--- src/rtl/spid_pkg.sv ---
// shared types, constants and codes for the speed pid block
package spid_pkg;

    localparam int PERIOD_STEPS = 16;

    localparam int DOWNHILL_SETPOINT = 70;
    localparam int KI_WINDOW = 50;
    localparam int SUM_LIMIT = 500;
    localparam int DRIVE_LIMIT = 1000;

    localparam logic OP_UPDATE = 1'b0;
    localparam logic OP_TICK   = 1'b1;

    localparam logic [1:0] REG_TARGET_SPEED = 2'd0;
    localparam logic [1:0] REG_GAIN_P       = 2'd1;
    localparam logic [1:0] REG_GAIN_I       = 2'd2;
    localparam logic [1:0] REG_GAIN_D       = 2'd3;

    typedef logic [1:0] cfg_index_t;
    typedef logic [8:0] cfg_data_t;
    typedef logic [8:0] target_t;
    typedef logic [7:0] gain_t;
    typedef logic signed [9:0] speed_t;
    typedef logic [3:0] phase_t;
    typedef logic signed [10:0] drive_t;
    typedef logic signed [10:0] error_t;
    typedef logic signed [9:0] error_sum_t;
    typedef logic signed [20:0] term_t;
    typedef logic signed [21:0] delta_t;

endpackage

--- src/rtl/speed_pid_with_smoothed_output.sv ---
// speed pid controller with integral separation and interpolated drive output
//
//  channel | signals                                           | dir
//  --------+---------------------------------------------------+-----
//  in      | in_valid in_ready opcode left_speed right_speed   | in
//          | downhill_active period_phase                      |
//  out     | out_valid out_ready drive                         | out
//  cfg     | cfg_valid cfg_ready cfg_index cfg_data            | in
//
//  one item per cycle while no tick stalls: an item is held in the input register,
//  then the update math (three parallel multiplies and a sum) or the tick
//  interpolation runs in one pass into the state or the result register
//  drive is registered as the tick leaves the input register; updates give no item
//  reset clears gains, setpoint and all controller state
//  a tick held by a stalled out channel blocks the input register; cfg always ready
module speed_pid_with_smoothed_output (
    input  logic                 clk,
    input  logic                 rst_n,
    input  logic                 in_valid,
    output logic                 in_ready,
    input  logic                 opcode,
    input  spid_pkg::speed_t     left_speed,
    input  spid_pkg::speed_t     right_speed,
    input  logic                 downhill_active,
    input  spid_pkg::phase_t     period_phase,
    output logic                 out_valid,
    input  logic                 out_ready,
    output spid_pkg::drive_t     drive,
    input  logic                 cfg_valid,
    output logic                 cfg_ready,
    input  spid_pkg::cfg_index_t cfg_index,
    input  spid_pkg::cfg_data_t  cfg_data
);
    import spid_pkg::*;

    target_t    target_speed_reg;
    gain_t      gain_p_reg;
    gain_t      gain_i_reg;
    gain_t      gain_d_reg;

    logic       in_valid_reg;
    logic       opcode_reg;
    speed_t     left_reg;
    speed_t     right_reg;
    logic       downhill_reg;
    phase_t     phase_reg;

    error_t     last_error_reg;
    error_sum_t error_sum_reg;
    term_t      prev_pid_term_reg;
    delta_t     pid_delta_reg;

    logic       out_valid_reg;
    drive_t     drive_reg;
    drive_t     drive_next;

    logic       stage_fire;
    logic       update_fire;
    logic       tick_fire;

    logic signed [10:0] pair_sum;
    logic signed [10:0] pair_round;
    speed_t             avg_speed;
    logic signed [9:0]  setpoint;
    error_t             error_w;
    logic signed [11:0] sum_raw;
    error_sum_t         error_sum_next;
    logic signed [11:0] error_diff;
    logic               ki_on;
    logic signed [19:0] p_prod;
    logic signed [20:0] d_prod;
    logic signed [18:0] i_prod;
    term_t              term_w;
    logic signed [21:0] current_wide;
    term_t              current_w;
    delta_t             delta_next;

    logic signed [21:0] step_w;
    logic signed [27:0] scaled_w;
    logic signed [28:0] interp_w;

    // handshakes
    assign stage_fire  = in_valid_reg && (opcode_reg == OP_UPDATE || !out_valid_reg || out_ready);
    assign update_fire = stage_fire && opcode_reg == OP_UPDATE;
    assign tick_fire   = stage_fire && opcode_reg == OP_TICK;
    assign in_ready    = !in_valid_reg || stage_fire;
    assign cfg_ready   = 1'b1;
    assign out_valid   = out_valid_reg;
    assign drive       = drive_reg;

    // update path
    assign pair_sum   = {left_reg[9], left_reg} + {right_reg[9], right_reg};
    assign pair_round = pair_sum + {10'd0, pair_sum[10]};
    assign avg_speed  = pair_round[10:1];
    assign setpoint   = downhill_reg ? 10'(DOWNHILL_SETPOINT) : {1'b0, target_speed_reg};
    assign error_w    = {setpoint[9], setpoint} - {avg_speed[9], avg_speed};

    assign sum_raw = {{2{error_sum_reg[9]}}, error_sum_reg} + {error_w[10], error_w};

    always_comb
    begin
        if (sum_raw > 12'(SUM_LIMIT))
        begin
            error_sum_next = 10'(SUM_LIMIT);
        end
        else if (sum_raw < -12'(SUM_LIMIT))
        begin
            error_sum_next = -10'(SUM_LIMIT);
        end
        else
        begin
            error_sum_next = sum_raw[9:0];
        end
    end

    assign error_diff = {error_w[10], error_w} - {last_error_reg[10], last_error_reg};
    assign ki_on      = (error_w <= 11'(KI_WINDOW)) && (error_w >= -11'(KI_WINDOW));

    assign p_prod = $signed({1'b0, gain_p_reg}) * error_w;
    assign d_prod = $signed({1'b0, gain_d_reg}) * error_diff;
    assign i_prod = ki_on ? $signed({1'b0, gain_i_reg}) * error_sum_next : 19'sd0;

    assign term_w = {p_prod[19], p_prod} + d_prod + {{2{i_prod[18]}}, i_prod};

    assign current_wide = {prev_pid_term_reg[20], prev_pid_term_reg} + pid_delta_reg;
    assign current_w    = current_wide[20:0];
    assign delta_next   = {term_w[20], term_w} - {current_w[20], current_w};

    // tick path
    assign step_w   = 22'(pid_delta_reg / PERIOD_STEPS);
    assign scaled_w = step_w * $signed({1'b0, {1'b0, phase_reg} + 5'd1});
    assign interp_w = {{8{prev_pid_term_reg[20]}}, prev_pid_term_reg}
                    + {scaled_w[27], scaled_w};

    always_comb
    begin
        if (interp_w > 29'(DRIVE_LIMIT))
        begin
            drive_next = 11'(DRIVE_LIMIT);
        end
        else if (interp_w < -29'(DRIVE_LIMIT))
        begin
            drive_next = -11'(DRIVE_LIMIT);
        end
        else
        begin
            drive_next = interp_w[10:0];
        end
    end

    // configuration registers
    always_ff @(posedge clk or negedge rst_n)
    begin
        if (!rst_n)
        begin
            target_speed_reg <= '0;
            gain_p_reg       <= '0;
            gain_i_reg       <= '0;
            gain_d_reg       <= '0;
        end
        else if (cfg_valid && cfg_ready)
        begin
            unique case (cfg_index)
                REG_TARGET_SPEED: target_speed_reg <= cfg_data;
                REG_GAIN_P:       gain_p_reg       <= cfg_data[7:0];
                REG_GAIN_I:       gain_i_reg       <= cfg_data[7:0];
                REG_GAIN_D:       gain_d_reg       <= cfg_data[7:0];
                default:          ;
            endcase
        end
    end

    // input register
    always_ff @(posedge clk or negedge rst_n)
    begin
        if (!rst_n)
        begin
            in_valid_reg <= 1'b0;
        end
        else if (in_ready)
        begin
            in_valid_reg <= in_valid;
        end
    end

    always_ff @(posedge clk)
    begin
        if (in_valid && in_ready)
        begin
            opcode_reg   <= opcode;
            left_reg     <= left_speed;
            right_reg    <= right_speed;
            downhill_reg <= downhill_active;
            phase_reg    <= period_phase;
        end
    end

    // controller state
    always_ff @(posedge clk or negedge rst_n)
    begin
        if (!rst_n)
        begin
            last_error_reg    <= '0;
            error_sum_reg     <= '0;
            prev_pid_term_reg <= '0;
            pid_delta_reg     <= '0;
        end
        else if (update_fire)
        begin
            last_error_reg    <= error_w;
            error_sum_reg     <= error_sum_next;
            prev_pid_term_reg <= current_w;
            pid_delta_reg     <= delta_next;
        end
    end

    // result register
    always_ff @(posedge clk or negedge rst_n)
    begin
        if (!rst_n)
        begin
            out_valid_reg <= 1'b0;
        end
        else if (tick_fire)
        begin
            out_valid_reg <= 1'b1;
        end
        else if (out_ready)
        begin
            out_valid_reg <= 1'b0;
        end
    end

    always_ff @(posedge clk)
    begin
        if (tick_fire)
        begin
            drive_reg <= drive_next;
        end
    end

    // checks
    a_sum_bounded: assert property (@(posedge clk) disable iff (!rst_n)
        (error_sum_reg <= 10'(SUM_LIMIT)) && (error_sum_reg >= -10'(SUM_LIMIT)))
        else $error("error sum left its clamp window");

    a_drive_bounded: assert property (@(posedge clk) disable iff (!rst_n)
        out_valid_reg |-> (drive_reg <= 11'(DRIVE_LIMIT)) && (drive_reg >= -11'(DRIVE_LIMIT)))
        else $error("drive item outside saturation limits");

    a_state_only_on_update: assert property (@(posedge clk) disable iff (!rst_n)
        !update_fire |=> $stable(pid_delta_reg) && $stable(prev_pid_term_reg))
        else $error("controller state changed without an update item");

    a_tick_not_lost: assert property (@(posedge clk) disable iff (!rst_n)
        (in_valid_reg && opcode_reg == OP_TICK && !tick_fire) |=> in_valid_reg && !in_ready
            || (in_valid_reg && $stable(opcode_reg)))
        else $error("stalled tick item dropped from the input register");

endmodule

--- config.mk ---
export PLATFORM = sky130hd
export DESIGN_NAME = speed_pid_with_smoothed_output
export DESIGN_NICKNAME = d
export VERILOG_FILES = /design/src/rtl/spid_pkg.sv /design/src/rtl/speed_pid_with_smoothed_output.sv
export SDC_FILE = /design/constraint.sdc
export NUM_CORES = 1
export LEC_CHECK = 0
export BUFFER_PORTS_ARGS = -buffer_cell sky130_fd_sc_hd__buf_2
export CAP_MARGIN = 20
export CORE_MARGIN = 4
export CORE_UTILIZATION = 71
export CTS_BUF_LIST = sky130_fd_sc_hd__clkbuf_8
export DETAILED_ROUTE_END_ITERATION = 10
export GPL_ROUTABILITY_DRIVEN = 0
export PLACE_DENSITY = 0.91
export SLEW_MARGIN = 15
export SYNTH_ARGS = -nofsm -noshare
export SYNTH_HDL_FRONTEND = slang
export SYNTH_SLANG_ARGS = --single-unit
--- constraint.sdc ---
create_clock -name clk -period 24.1 [get_ports clk]
set_input_delay 4.82 -clock clk [delete_from_list [all_inputs] [get_ports clk]]
set_output_delay 4.82 -clock clk [all_outputs]
set_load 0.01 [all_outputs]
# Word level (Yosys, flattened, before mapping)
# Cells that the tools add are included.
[word_totals]
ff_bits = 136
latch_bits = 0
mem_bits_rw = 0
rom_bits = 0
inputBits = 42
word_cells = 69
memories = 0
[classes]
addsub = 12
mul = 4
div_mod_pow = 0
order_cmp = 6
eq_ne = 3
shift = 0
n_mux = 7
bitwise_logic = 2
reduce_logical = 18
[op_table]
columns = ["cell", "n"]
rows = [
  ["$add A21 B21 Y21", 3],
  ["$add A21 B28 Y29", 1],
  ["$gt A29 B11 Y1 const B", 1],
  ["$lt A29 B11 Y1 const B", 1],
  ["$mul A22 B6 Y28", 1],
  ["$add A22 B1 Y22", 1],
  ["$sub A21 B21 Y22", 1],
  ["$mul A9 B12 Y21", 1],
  ["$mul A9 B11 Y20", 1],
  ["$mux W10", 2],
  ["$mul A9 B10 Y19", 1],
  ["$mux W19", 1],
  ["$add A10 B11 Y12", 1],
  ["$gt A12 B10 Y1 const B", 1],
  ["$lt A12 B10 Y1 const B", 1],
  ["$sub A11 B11 Y12", 1],
  ["$add A10 B10 Y11", 1],
  ["$add A11 B1 Y11", 1],
  ["$ge A11 B7 Y1 const B", 1],
  ["$le A11 B7 Y1 const B", 1],
  ["$mux W11", 1],
  ["$sub A10 B10 Y11", 1],
  ["$mux W9", 1],
  ["$reduce_and A2 Y1", 4],
  ["13 further kinds", 22],
]

# Logic depth before layout (Yosys ltp)
# Gate-level depths: netlist of run 1.
[depth]
word_depth = 11
ltp_mapped = 71

# Worst setup path before layout of run 1
# OpenSTA, ideal clock, no wires.
[synth_path]
path_kind = "register to register"
start = "register left_reg[0]"
end = "register pid_delta_reg[20]"
setup_time_ns = 0.133
arrival_ns = 14.066
required_ns = 23.967
path_slack_ns = 9.900
stages_incl_launch_ff = 66
path_buffers = 1
period_less_slack_ns = 14.200
path_cell_list = "edfxtp_1 > ha_1 > fa_1 > a21o_1 > a21oi_1 > o21ai_0 > a21o_1 > a21oi_1 > o221a_2 > and2_1 > ha_1 > ha_1 > fa_1 > nor2b_1 > o21ai_0 > a21boi_0 > o21ai_0 > a21boi_0 > [30 not listed] > fa_1 > fa_1 > inv_1 > ha_1 > and2_1 > a31oi_1 > o21ai_0 > o21ai_0 > nand2b_1 > xor2_1 > ha_1 > or3_1 > or3_1 > nand2_1 > o211ai_1 > o41ai_1 > xor2_1 > o21ai_0"
[synth_via]
elab_chain_cells = 11
word_cells_on_any_way = 19
[synth_lines]
columns = ["item", "line", "rtl"]
rows = [
  ["from (decl)", "speed_pid_with_smoothed_output.sv:43", "speed_t left_reg;"],
  ["from (signal assigned)", "speed_pid_with_smoothed_output.sv:191", "left_reg <= left_speed;"],
  ["$add A10 B10 Y11 (*)", "speed_pid_with_smoothed_output.sv:92", "assign pair_sum = {left_reg[9], left_reg} + {right_reg[9], right_reg};"],
  ["$add A11 B1 Y11 (*)", "speed_pid_with_smoothed_output.sv:93", "assign pair_round = pair_sum + {10'd0, pair_sum[10]};"],
  ["$sub A10 B10 Y11 (*)", "speed_pid_with_smoothed_output.sv:96", "assign error_w = {setpoint[9], setpoint} - {avg_speed[9], avg_speed};"],
  ["named net error_w[6]", "speed_pid_with_smoothed_output.sv:65", "error_t error_w;"],
  ["$add A10 B11 Y12", "speed_pid_with_smoothed_output.sv:98", "assign sum_raw = {{2{error_sum_reg[9]}}, error_sum_reg} + {error_w[10], error_w};"],
  ["$lt A12 B10 Y1", "speed_pid_with_smoothed_output.sv:106", "else if (sum_raw < -12'(SUM_LIMIT))"],
  ["$mux W10", "speed_pid_with_smoothed_output.sv:106", ""],
  ["$mux W10", "speed_pid_with_smoothed_output.sv:102", "if (sum_raw > 12'(SUM_LIMIT))"],
  ["$mul A9 B10 Y19", "speed_pid_with_smoothed_output.sv:121", "assign i_prod = ki_on ? $signed({1'b0, gain_i_reg}) * error_sum_next : 19'sd0;"],
  ["$mux W19", "speed_pid_with_smoothed_output.sv:121", ""],
  ["$add A21 B21 Y21 (*)", "speed_pid_with_smoothed_output.sv:123", "assign term_w = {p_prod[19], p_prod} + d_prod + {{2{i_prod[18]}}, i_prod};"],
  ["$sub A21 B21 Y22 (*)", "speed_pid_with_smoothed_output.sv:127", "assign delta_next = {term_w[20], term_w} - {current_w[20], current_w};"],
  ["to (signal assigned)", "speed_pid_with_smoothed_output.sv:213", "pid_delta_reg <= delta_next;"],
  ["to (decl)", "speed_pid_with_smoothed_output.sv:51", "delta_t pid_delta_reg;"],
]
# The timed path passes the listed nets; every way through them passes the cells marked *.
# A chain may end at the register's enable or synchronous reset.

# Worst setup path in the final report of run 1
[layout_path]
start = "register left_reg[0]"
end = "register pid_delta_reg[20]"
[layout_via]
elab_chain_cells = 11
word_cells_on_any_way = 19
[layout_lines]
columns = ["item", "line"]
rows = [
  ["$add A10 B10 Y11 (*)", "speed_pid_with_smoothed_output.sv:92"],
  ["$add A11 B1 Y11 (*)", "speed_pid_with_smoothed_output.sv:93"],
  ["$sub A10 B10 Y11 (*)", "speed_pid_with_smoothed_output.sv:96"],
  ["$add A10 B11 Y12", "speed_pid_with_smoothed_output.sv:98"],
  ["$lt A12 B10 Y1", "speed_pid_with_smoothed_output.sv:106"],
  ["$mux W10", "speed_pid_with_smoothed_output.sv:106"],
  ["$mux W10", "speed_pid_with_smoothed_output.sv:102"],
  ["$mul A9 B10 Y19", "speed_pid_with_smoothed_output.sv:121"],
  ["$mux W19", "speed_pid_with_smoothed_output.sv:121"],
  ["$add A21 B21 Y21 (*)", "speed_pid_with_smoothed_output.sv:123"],
  ["$sub A21 B21 Y22 (*)", "speed_pid_with_smoothed_output.sv:127"],
]
# Mark *: on every way between the ends. The rest lies on a longest branch, timed or not.

==> impl_results.md, run 1 <==
* Status: finished, final reports clean
* Footprint of the multi-input gates at ~19000 µm²
* Asr flop ratio synth at 0.728
* Critical R2R Launch: left_reg[0]
* Initial drt markers at roughly 1200
* I/O Pins at 56
* Starting Density at 0.717
* Max Cap Viol at 0
* Netlist cell types at 72
* GR Util All Layers at 0.330
* CTS max path bufs at 2
* Area Growth Syn to Fin at 4.49%
* Reg clk slew, reported paths at 0.10 ns
* CP arrival at around 17 ns
* Final Cycle Share at 0.673
* Number of H-tree levels at 4
* Ant diodes at 0
* CP max FO at 14
* Worst setup path class: flop to flop
* Dpl hpwl at around 49 mm
* Via density at about 6.1
* Placed Instances at 3220
* Final Hold Violating Endpoints at 0
* Wire per inst at around 19 µm
* Synthesis-stage register bit count at ~140
* RSZ-0062 raised after global routing: false
* Mean area per synthesized cell at roughly 8.9 µm²
* CTS Buf Count at 17
* Drt drc at 0
* Synth Warn # at 0
* Largest net degree at the start of global routing at 93
* Port Buf Inserts at between 50 and 60
* Global-route met1 utilization at 0.376
* Crit path required time at roughly 24 ns
* GRT met2 Usage at 0.586
* Primary FF master, synth: dfrtp_1
* Syn_nets at around 3400
* Worst skew pair latency at about 0.5 ns
* Flop2flop setup slack at between 7 and 8 ns
* Die height at 194 µm
* Overflow after GRT at 0
* Worst reg2reg path endpoint: pid_delta_reg[20]
* Non-filler instance count after layout at around 3300
* Share of layout cells above drive strength 1 at 0.0601
* CTS resizes at 0
* Slew margin rel. at 0.335
* FMAX at approximately 62 MHz
* Setup TNS at 0 ns
* Fin. max-slew vios at 0
* Die area at approximately 38000 µm²
* Met3 Usage GRT at 0.0518
* Mapped Cells at ~2800
* Worst hold endpoint: last_error_reg[0]
* Root Buffer: clkbuf_8
* First-pass GRT wire length at ~100 mm
* Mapped Area at around 25000 µm²
* Initial antenna violation count at 0
* Die width at between 150 and 200 µm
* Std-Cell Rows at slightly below 70
* FF/Latch Area at about 3600 µm²
* Max reg flops at 22
* Largest stage delay on the critical path at 0.62 ns
* Max stage delay cell, worst path: a31oi_1
* Top Usage Layer GRT: met2
* Skew final at approximately 0.015 ns
* Filler cells at about 2100
* Number of nets in the layout at 3452
* CP Capture Type: flop
* Core box area at 34500 µm²
* Startpoint types: flop
* Hold Startpoint: last_error_reg[0]
* Hold Path Cell Cnt at 2
* Post-synthesis sequential area ratio at 0.145
* EDFF count, synth at 37
* First-pass DRT Iterations at 8
* R2R depth at 65
* Path type of the worst min-delay path: flop to flop
* Number of setup buffers added after CTS at 0
* CTS tree: done
* Post-CTS Hold Buffers at 0
* Vias at roughly 20000
* CTS Sinks at approximately 140
* Final WL at between 60 and 70 mm
* Vias in the first global route at about 22000
* Tightest Pin Transition at around 1 ns
* Final setup vio count at 0
* Min cycle time layout at ~16 ns
* Routed Antenna Nets at 0
-- final cells by class --
type	count	area share
repair buffers	69	0.0149
well taps	455	0.0221
clock buffers	17	0.00907
flip-flops and latches	136	0.139
multi-input cells	2034	0.731
clock inverters	15	0.00737
inverters	526	0.0765
-- stage by stage --
| step | setup slack (ns) | hold slack, ns | cell area, µm² | utilization |
|---|---|---|---|---|
| 6_report | 7.89 | 0.509 | 25800 | 0.749 |
| 5_1_grt | 6.90 | 0.513 | 25800 | 0.749 |
| 4_1_cts | 8.17 | 0.504 | 25800 | 0.749 |
| 3_5_place_dp | 8.26 | 0.485 | 25400 | 0.736 |
| 3_3_place_gp | 9.12 | 0.475 | 25400 | 0.736 |
| 2_1_floorplan | 9.90 | 0.455 | 24700 | - |
-- synth_stat cells, types with 30 or more instances --
cell type    n  area share
a21o_1      38       0.012
a21oi_1     86       0.017
and2_1     131       0.033
clkbuf_1    70       0.011
dfrtp_1     99        0.10
edfxtp_1    37       0.045
fa_1       351        0.28
ha_1       275        0.14
inv_1      526       0.080
mux2_2      37       0.017
nand2_1    258       0.039
nand2b_1    36      0.0091
nand3_1     30      0.0061
nor2_1     177       0.027
nor2b_1     59       0.015
nor3_1      34      0.0069
o21ai_0    120       0.024
xnor2_1    102       0.036
xor2_1      74       0.026
-- worst max-delay path, delay by kind of cell, from the launching register on --
| family | cells | cell delay (ns) |
|---|---|---|
| AO/OA/AOI/OAI | 26 | 5.95 |
| XOR/XNOR | 3 | 0.42 |
| adder cells (fa/ha/maj) | 16 | 6.26 |
| buffers and inverters | 5 | 0.43 |
| flip-flops | 1 | 0.43 |
| AND/OR/NAND/NOR | 15 | 2.51 |
-- logic make-up (layout without fill, tap and decap cells) --
kind of cell,Yosys count,count (layout),share of synthesized area
AOI/OAI and AO/OA,394,394,0.102
xor gates and xnor gates,177,177,0.0633
adders and majority gates,626,626,0.424
buffers and inverters,598,627,0.0911
DFF,136,136,0.145
muxes,39,39,0.0182
other,1,1,0.000152
and+or+nand+nor,797,797,0.156
-- layer usage --
layer  wire, µm  vias up
li1           -     8842
met1      21600     9652
met2      31300      882
met3       4180      350
met4       4250        0
met5          0        -
-- placed cells by master (no fill, tap or decap), types with 35 or more instances in the layout --
| cell type | n |
|---|---|
| fa_1 | 351 |
| xnor2_1 | 102 |
| and2_1 | 130 |
| buf_2 | 53 |
| edfxtp_1 | 37 |
| dfrtp_1 | 99 |
| nand2b_1 | 35 |
| nor2b_1 | 58 |
| a21oi_1 | 86 |
| nor2_1 | 177 |
| ha_1 | 275 |
| o21ai_0 | 120 |
| inv_1 | 526 |
| a21o_1 | 38 |
| nand2_1 | 258 |
| xor2_1 | 74 |
| mux2_2 | 37 |
-- how the worst max path moves through the flow --
stage,to,from,slack (ns),depth (start not counted)
after floorplan,pid_delta_reg[20],left_reg[0],9.90,65
after global placement,pid_delta_reg[20],left_reg[0],9.12,64
after detailed placement,pid_delta_reg[20],left_reg[0],8.26,65
after CTS,pid_delta_reg[20],left_reg[0],8.17,66
after global routing,pid_delta_reg[20],left_reg[0],6.90,67
final,pid_delta_reg[20],left_reg[0],7.89,65
Power of run 1 is left out: the tool's default activity adds up to more than one toggle a clock period on the data nets, which glitch-free logic cannot reach.
==> run 2, diff against run 1 <==
--- a/config.mk
+++ b/config.mk
@@ -8,11 +8,11 @@
 export BUFFER_PORTS_ARGS = -buffer_cell sky130_fd_sc_hd__buf_2
 export CAP_MARGIN = 20
 export CORE_MARGIN = 4
-export CORE_UTILIZATION = 71
+export CORE_UTILIZATION = 67
 export CTS_BUF_LIST = sky130_fd_sc_hd__clkbuf_8
 export DETAILED_ROUTE_END_ITERATION = 10
 export GPL_ROUTABILITY_DRIVEN = 0
-export PLACE_DENSITY = 0.91
+export PLACE_DENSITY = 0.86
 export SLEW_MARGIN = 15
 export SYNTH_ARGS = -nofsm -noshare
 export SYNTH_HDL_FRONTEND = slang
==> constraint.sdc (replaced) <==
create_clock -name clk -period 17 [get_ports clk]
set_input_delay 3.4 -clock clk [delete_from_list [all_inputs] [get_ports clk]]
set_output_delay 3.4 -clock clk [all_outputs]
set_load 0.01 [all_outputs]
==> run 2 against run 1 <==
Compared with the run above: die area rose by 5.7%; setup slack lost 6.8 ns; clock skew up 0.0012 ns; count of clock-buffer cells in the layout stayed put.
==> impl_results.md, run 2 (synthesis results as in run 1) <==
* Dpl hpwl at 47.3 mm (-4.2%)
* CP Capture Type: flop
* Final WL at 57.0 mm (-7.2%)
* Number of setup buffers added after CTS at 0 (unchanged)
* Crit path required time at 17.35 ns (-7.10 ns)
* CTS Buf Count at 17 (unchanged)
* CTS tree: done
* GR Util All Layers at 0.295 (-0.0343)
* Worst setup path class: flop to flop
* Share of layout cells above drive strength 1 at 0.0611 (+0.00103)
* Met3 Usage GRT at 0.0450 (-0.00685)
* Filler cells at 2626 (+23%)
* I/O Pins at 56 (unchanged)
* First-pass DRT Iterations at 8 (unchanged)
* Drt drc at 0 (unchanged)
* First-pass GRT wire length at 95.8 mm (-6.5%)
* Most common cell after layout, fill and taps aside: inv_1
* Top Usage Layer GRT: met2
* Via density at 5.86 (-3.4%)
* Routed Antenna Nets at 0 (unchanged)
* CP arrival at 16.24 ns (-0.32 ns)
* Std-Cell Rows at 70 (+2.9%)
* Vias at 19200 (-2.9%)
* Max stage delay cell, worst path: fa_1
* Initial antenna violation count at 0 (unchanged)
* Initial drt markers at 1152 (-7.7%)
* Die width at 200 µm (+2.8%)
* Largest stage delay on the critical path at 0.55 ns (-0.07 ns)
* CTS Sinks at 136 (unchanged)
* Most frequent cells in the layout: inv_1 (526), fa_1 (351), ha_1 (275)
* Reg clk slew, reported paths at 0.10 ns (about the same)
* Footprint of the multi-input gates at 18900 µm² (about the same)
* Largest net degree at the start of global routing at 93 (unchanged)
* Vias in the first global route at 20500 (-5.5%)
* GRT met2 Usage at 0.530 (-0.0558)
* Area Growth Syn to Fin at 4.76%
* FF/Latch Area at 3590 µm² (unchanged)
* Status: finished, final reports clean
* RSZ-0062 raised after global routing: false
* Tightest Pin Transition at 1.15 ns (+0.163 ns)
* Path type of the worst min-delay path: flop to flop
* Overflow after GRT at 0 (unchanged)
* Final Cycle Share at 0.934 (+0.262)
* Fin. max-slew vios at 0 (unchanged)
* Worst skew pair latency at 0.50 ns (about the same)
* Number of H-tree levels at 4 (unchanged)
* Skew final at 0.0162 ns (+0.00120 ns)
* Final Hold Violating Endpoints at 0 (unchanged)
* Max reg flops at 22 (unchanged)
* Global-route met1 utilization at 0.350 (-0.0252)
* Startpoint types: flop
* Die height at 200 µm (+2.8%)
* Hold Startpoint: target_speed_reg[3]
* Max Cap Viol at 0 (unchanged)
* Core box area at 36500 µm² (+6.0%)
* Number of nets in the layout at 3454 (+0.058%)
* CP most frequent cell: fa_1
* Slew margin rel. at 0.226 (-0.109)
* Critical R2R Launch: left_reg[0]
* Setup TNS at 0 ns (unchanged)
* Wire per inst at 17.4 µm (-7.6%)
* Worst setup path startpoint: left_reg[0]
* Die area at 40000 µm² (+5.7%)
* CP max FO at 14 (unchanged)
* Starting Density at 0.676 (-0.0405)
* CTS max path bufs at 2 (unchanged)
* Root Buffer: clkbuf_8
* Port Buf Inserts at 54 (unchanged)
* Min cycle time layout at 15.89 ns (-0.326 ns)
* Final setup vio count at 0 (unchanged)
* FMAX at 62.9 MHz (+2.1%)
-- run 2: cell types whose count changed in the layout (fill, tap and decap cells not counted), sizes merged --
cell | before | now
clkinv | 2 | 5
clkinvlp | 3 | 0
buf | 69 | 71
bufinv | 3 | 2
diode | 0 | 1
inv | 533 | 534
-- run 2: final cells by class --
class	instances	area share
multi-input cells	2034	0.729
flip-flops and latches	136	0.139
clock buffers	17	0.00904
well taps	468	0.0226
diodes	1	0.0000967
repair buffers	71	0.0158
inverters	526	0.0763
clock inverters	15	0.00798
-- run 2: critical path: cells and delay by family (launching register included) --
| kind | cells | cell delay, ns |
|---|---|---|
| adder cells (fa/ha/maj) | 16 | 6.31 |
| buffers and inverters | 5 | 0.42 |
| XOR/XNOR | 4 | 0.60 |
| AND/OR/NAND/NOR | 17 | 3.03 |
| flip-flops | 1 | 0.38 |
| AO/OA/AOI/OAI | 22 | 4.96 |
-- run 2: per-layer routing --
layer	routed length [µm]	up-vias
li1	-	8832
met1	21900	9521
met2	29500	608
met3	2920	196
met4	2730	0
met5	0	-
-- run 2: repair_timing --
item / in CTS / in global routing
resized for setup: 0 / 2
endpoints found under the setup margin: 0 / 3
hold buffers: 0 / 0
-- run 2: final timing paths --
path / end / depth (start not counted) / slack (ns)
worst min-delay path: target_speed_reg[3] / 1 / 0.52
worst min register to register: target_speed_reg[3] / 1 / 0.52
max in group asynchronous: gain_p_reg[4] / 2 / 12.88
worst max-delay path: pid_delta_reg[20] / 64 / 1.11
min in group asynchronous: prev_pid_term_reg[19] / 1 / 2.85
worst max register to register: pid_delta_reg[20] / 64 / 1.11
-- run 2: per-stage QoR --
stage | util | instances | hold slack, ns | setup WS (ns) | instance area [µm²]
after global placement | 0.695 | 3234 | 0.472 | 1.98 | 25400
after floorplan | - | 2768 | 0.455 | 2.80 | 24700
after detailed placement | 0.696 | 3235 | 0.486 | 1.20 | 25400
after global routing | 0.708 | 3267 | 0.529 | 0.00501 | 25900
final | 0.708 | 3268 | 0.515 | 1.11 | 25900
after CTS | 0.708 | 3267 | 0.515 | 1.11 | 25900
Power of run 2 is left out for the same reason.
==> run 3, diff against run 2 <==
--- a/config.mk
+++ b/config.mk
@@ -9,7 +9,7 @@
 export CAP_MARGIN = 20
 export CORE_MARGIN = 4
 export CORE_UTILIZATION = 67
-export CTS_BUF_LIST = sky130_fd_sc_hd__clkbuf_8
+export CTS_BUF_LIST = sky130_fd_sc_hd__clkbuf_2 sky130_fd_sc_hd__clkbuf_4 sky130_fd_sc_hd__clkbuf_8
 export DETAILED_ROUTE_END_ITERATION = 10
 export GPL_ROUTABILITY_DRIVEN = 0
 export PLACE_DENSITY = 0.86
==> constraint.sdc (replaced) <==
create_clock -name clk -period 16.1 [get_ports clk]
set_input_delay 3.22 -clock clk [delete_from_list [all_inputs] [get_ports clk]]
set_output_delay 3.22 -clock clk [all_outputs]
set_load 0.01 [all_outputs]
==> run 3 against run 2 <==
Compared with the run above: final cell count up 0.15%; global-route usage up 0.61 points; via count up 0.31%; setup slack worse by 0.58 ns; critical path depth down 2; sequential share of layout area down 0.062 points; first-iteration DRC count down 3.6%; sequential cell count unchanged; non-clock buffer count up 5; clock skew up 0.0057 ns.
==> impl_results.md, run 3 (synthesis results as in run 1) <==
* Path type of the worst min-delay path: flop to flop
* Drt drc at 0 (unchanged)
* Post-CTS Hold Buffers at 0 (unchanged)
* Via density at 5.87 (+0.16%)
* Most common cell after layout, fill and taps aside: inv_1
* Core box area at 36500 µm² (unchanged)
* R2R depth at 62 (-3.1%)
* Final Hold Violating Endpoints at 0 (unchanged)
* Ant diodes at 0 (-1)
* Routed Antenna Nets at 0 (unchanged)
* Routed wl met2 at 30.0 mm (+1.9%)
* First-pass GRT wire length at 97.9 mm (+2.1%)
* Critical R2R Launch: left_reg[0]
* Vias at 19200 (+0.31%)
* Most frequent cells in the layout: inv_1 (526), fa_1 (351), ha_1 (274)
* I/O Pins at 56 (unchanged)
* Vias in the first global route at 20900 (+1.8%)
* Slew margin rel. at 0.274 (+0.0483)
* CP max FO at 13 (-1)
* Crit path required time at 16.53 ns (-0.82 ns)
* Placed Instances at 3237 (+0.062%)
* Flop2flop setup slack at 0.54 ns (-0.58 ns)
* Port Buf Inserts at 54 (unchanged)
* Final Cycle Share at 0.967 (+0.0323)
* Die width at 200 µm (unchanged)
* Die area at 40000 µm² (unchanged)
* Share of layout cells above drive strength 1 at 0.0684 (+0.00736)
* CTS max path bufs at 2 (unchanged)
* CTS Sinks at 136 (unchanged)
* Reg clk slew, reported paths at 0.10 ns (about the same)
* Worst hold endpoint: target_speed_reg[6]
* First-pass DRT Iterations at 5 (-3)
* Initial antenna violation count at 0 (unchanged)
* Overflow after GRT at 0 (unchanged)
* Starting Density at 0.676 (unchanged)
* Wire length on met1 at 22.1 mm (+1.2%)
* Largest net degree at the start of global routing at 93 (unchanged)
* Wire per inst at 17.8 µm (+2.1%)
* Non-filler instance count after layout at 3273 (+0.15%)
* Root Buffer: clkbuf_8
* Max Cap Viol at 0 (unchanged)
* Largest stage delay on the critical path at 0.60 ns (+0.05 ns)
* CP arrival at 16.00 ns (-0.24 ns)
* CP Capture Type: flop
* CTS tree: done
* Status: finished, final reports clean
* Top layer in use: met4
* Dpl hpwl at 47.6 mm (+0.68%)
* Hold Path Cell Cnt at 1 (unchanged)
* Max stage delay cell, worst path: fa_1
* Worst setup path class: flop to flop
* CTS Buf Count at 17 (unchanged)
* GR Util All Layers at 0.302 (+0.00610)
* Max reg flops at 22 (unchanged)
* Worst skew pair latency at 0.52 ns (+0.02 ns)
* CP most frequent cell: fa_1
* Std-Cell Rows at 70 (unchanged)
* Die height at 200 µm (unchanged)
* Number of H-tree levels at 4 (unchanged)
* Area Growth Syn to Fin at 5.23%
* FMAX at 64.2 MHz (+2.1%)
* Met3 routed WL at 3.17 mm (+8.6%)
* Final WL at 58.2 mm (+2.2%)
* Initial drt markers at 1110 (-3.6%)
* Skew final at 0.0219 ns (+0.00571 ns)
* Tightest Pin Transition at 1.08 ns (-0.0718 ns)
* Hold Startpoint: target_speed_reg[6]
* Number of nets in the layout at 3460 (+0.17%)
* Worst reg2reg path endpoint: pid_delta_reg[21]
* Startpoint types: flop
* Fin. max-slew vios at 0 (unchanged)
* Final setup vio count at 0 (unchanged)
* Min cycle time layout at 15.56 ns (-0.321 ns)
[run 3: worst max-delay path by stage]
stage / startpoint / endpoint / slack (ns) / cells past startpoint
after floorplan: left_reg[0] / pid_delta_reg[20] / 1.90 / 65
after global placement: left_reg[0] / pid_delta_reg[20] / 1.16 / 62
after detailed placement: left_reg[0] / pid_delta_reg[20] / 0.45 / 62
after CTS: left_reg[0] / pid_delta_reg[20] / 0.31 / 63
after global routing: left_reg[0] / pid_delta_reg[21] / -0.08 / 65
final: left_reg[0] / pid_delta_reg[21] / 0.54 / 62
[run 3: critical path, delay by kind of cell, from the launching register on]
kind / cells / cell delay, ns
multiplexers: 1 / 0.38
adder cells (fa/ha/maj): 16 / 6.31
XOR/XNOR: 2 / 0.32
buffers and inverters: 7 / 0.56
AND/OR/NAND/NOR: 10 / 1.66
AO/OA/AOI/OAI: 26 / 5.79
flip-flops: 1 / 0.40
[run 3: area by class of cell]
class / count / area, µm²
clock buffers: 17 / 234
clock inverters: 15 / 174
fillers: 2588 / 10500
inverters: 526 / 1970
multi-input cells: 2035 / 19000
flip-flops and latches: 136 / 3590
well taps: 468 / 586
repair buffers: 76 / 445
[run 3: repair_timing]
| action | 4_1_cts | 5_1_grt |
|---|---|---|
| buffers inserted | 0 | 3 |
| gates resized for setup | 0 | 27 |
| setup endpoints to repair | 0 | 9 |
[run 3: metrics by stage]
| step | util | hold slack [ns] | setup slack, ns | instance area, µm² | TNS (ns) |
|---|---|---|---|---|---|
| 6_report | 0.711 | 0.511 | 0.535 | 26000 | 0 |
| 5_1_grt | 0.711 | 0.529 | -0.0778 | 26000 | -0.211 |
| 4_1_cts | 0.707 | 0.504 | 0.306 | 25800 | 0 |
| 3_5_place_dp | 0.696 | 0.482 | 0.453 | 25400 | 0 |
| 3_3_place_gp | 0.696 | 0.474 | 1.16 | 25400 | 0 |
| 2_1_floorplan | - | 0.455 | 1.90 | 24700 | 0 |
[run 3: per-layer routing]
metal | track usage | vias to the layer above
met1 | 0.357 | 9520
met4 | 0.149 | 0
met3 | 0.0450 | 194
li1 | - | 8862
met2 | 0.538 | 641
met5 | 0 | -
Power of run 3 is left out for the same reason.
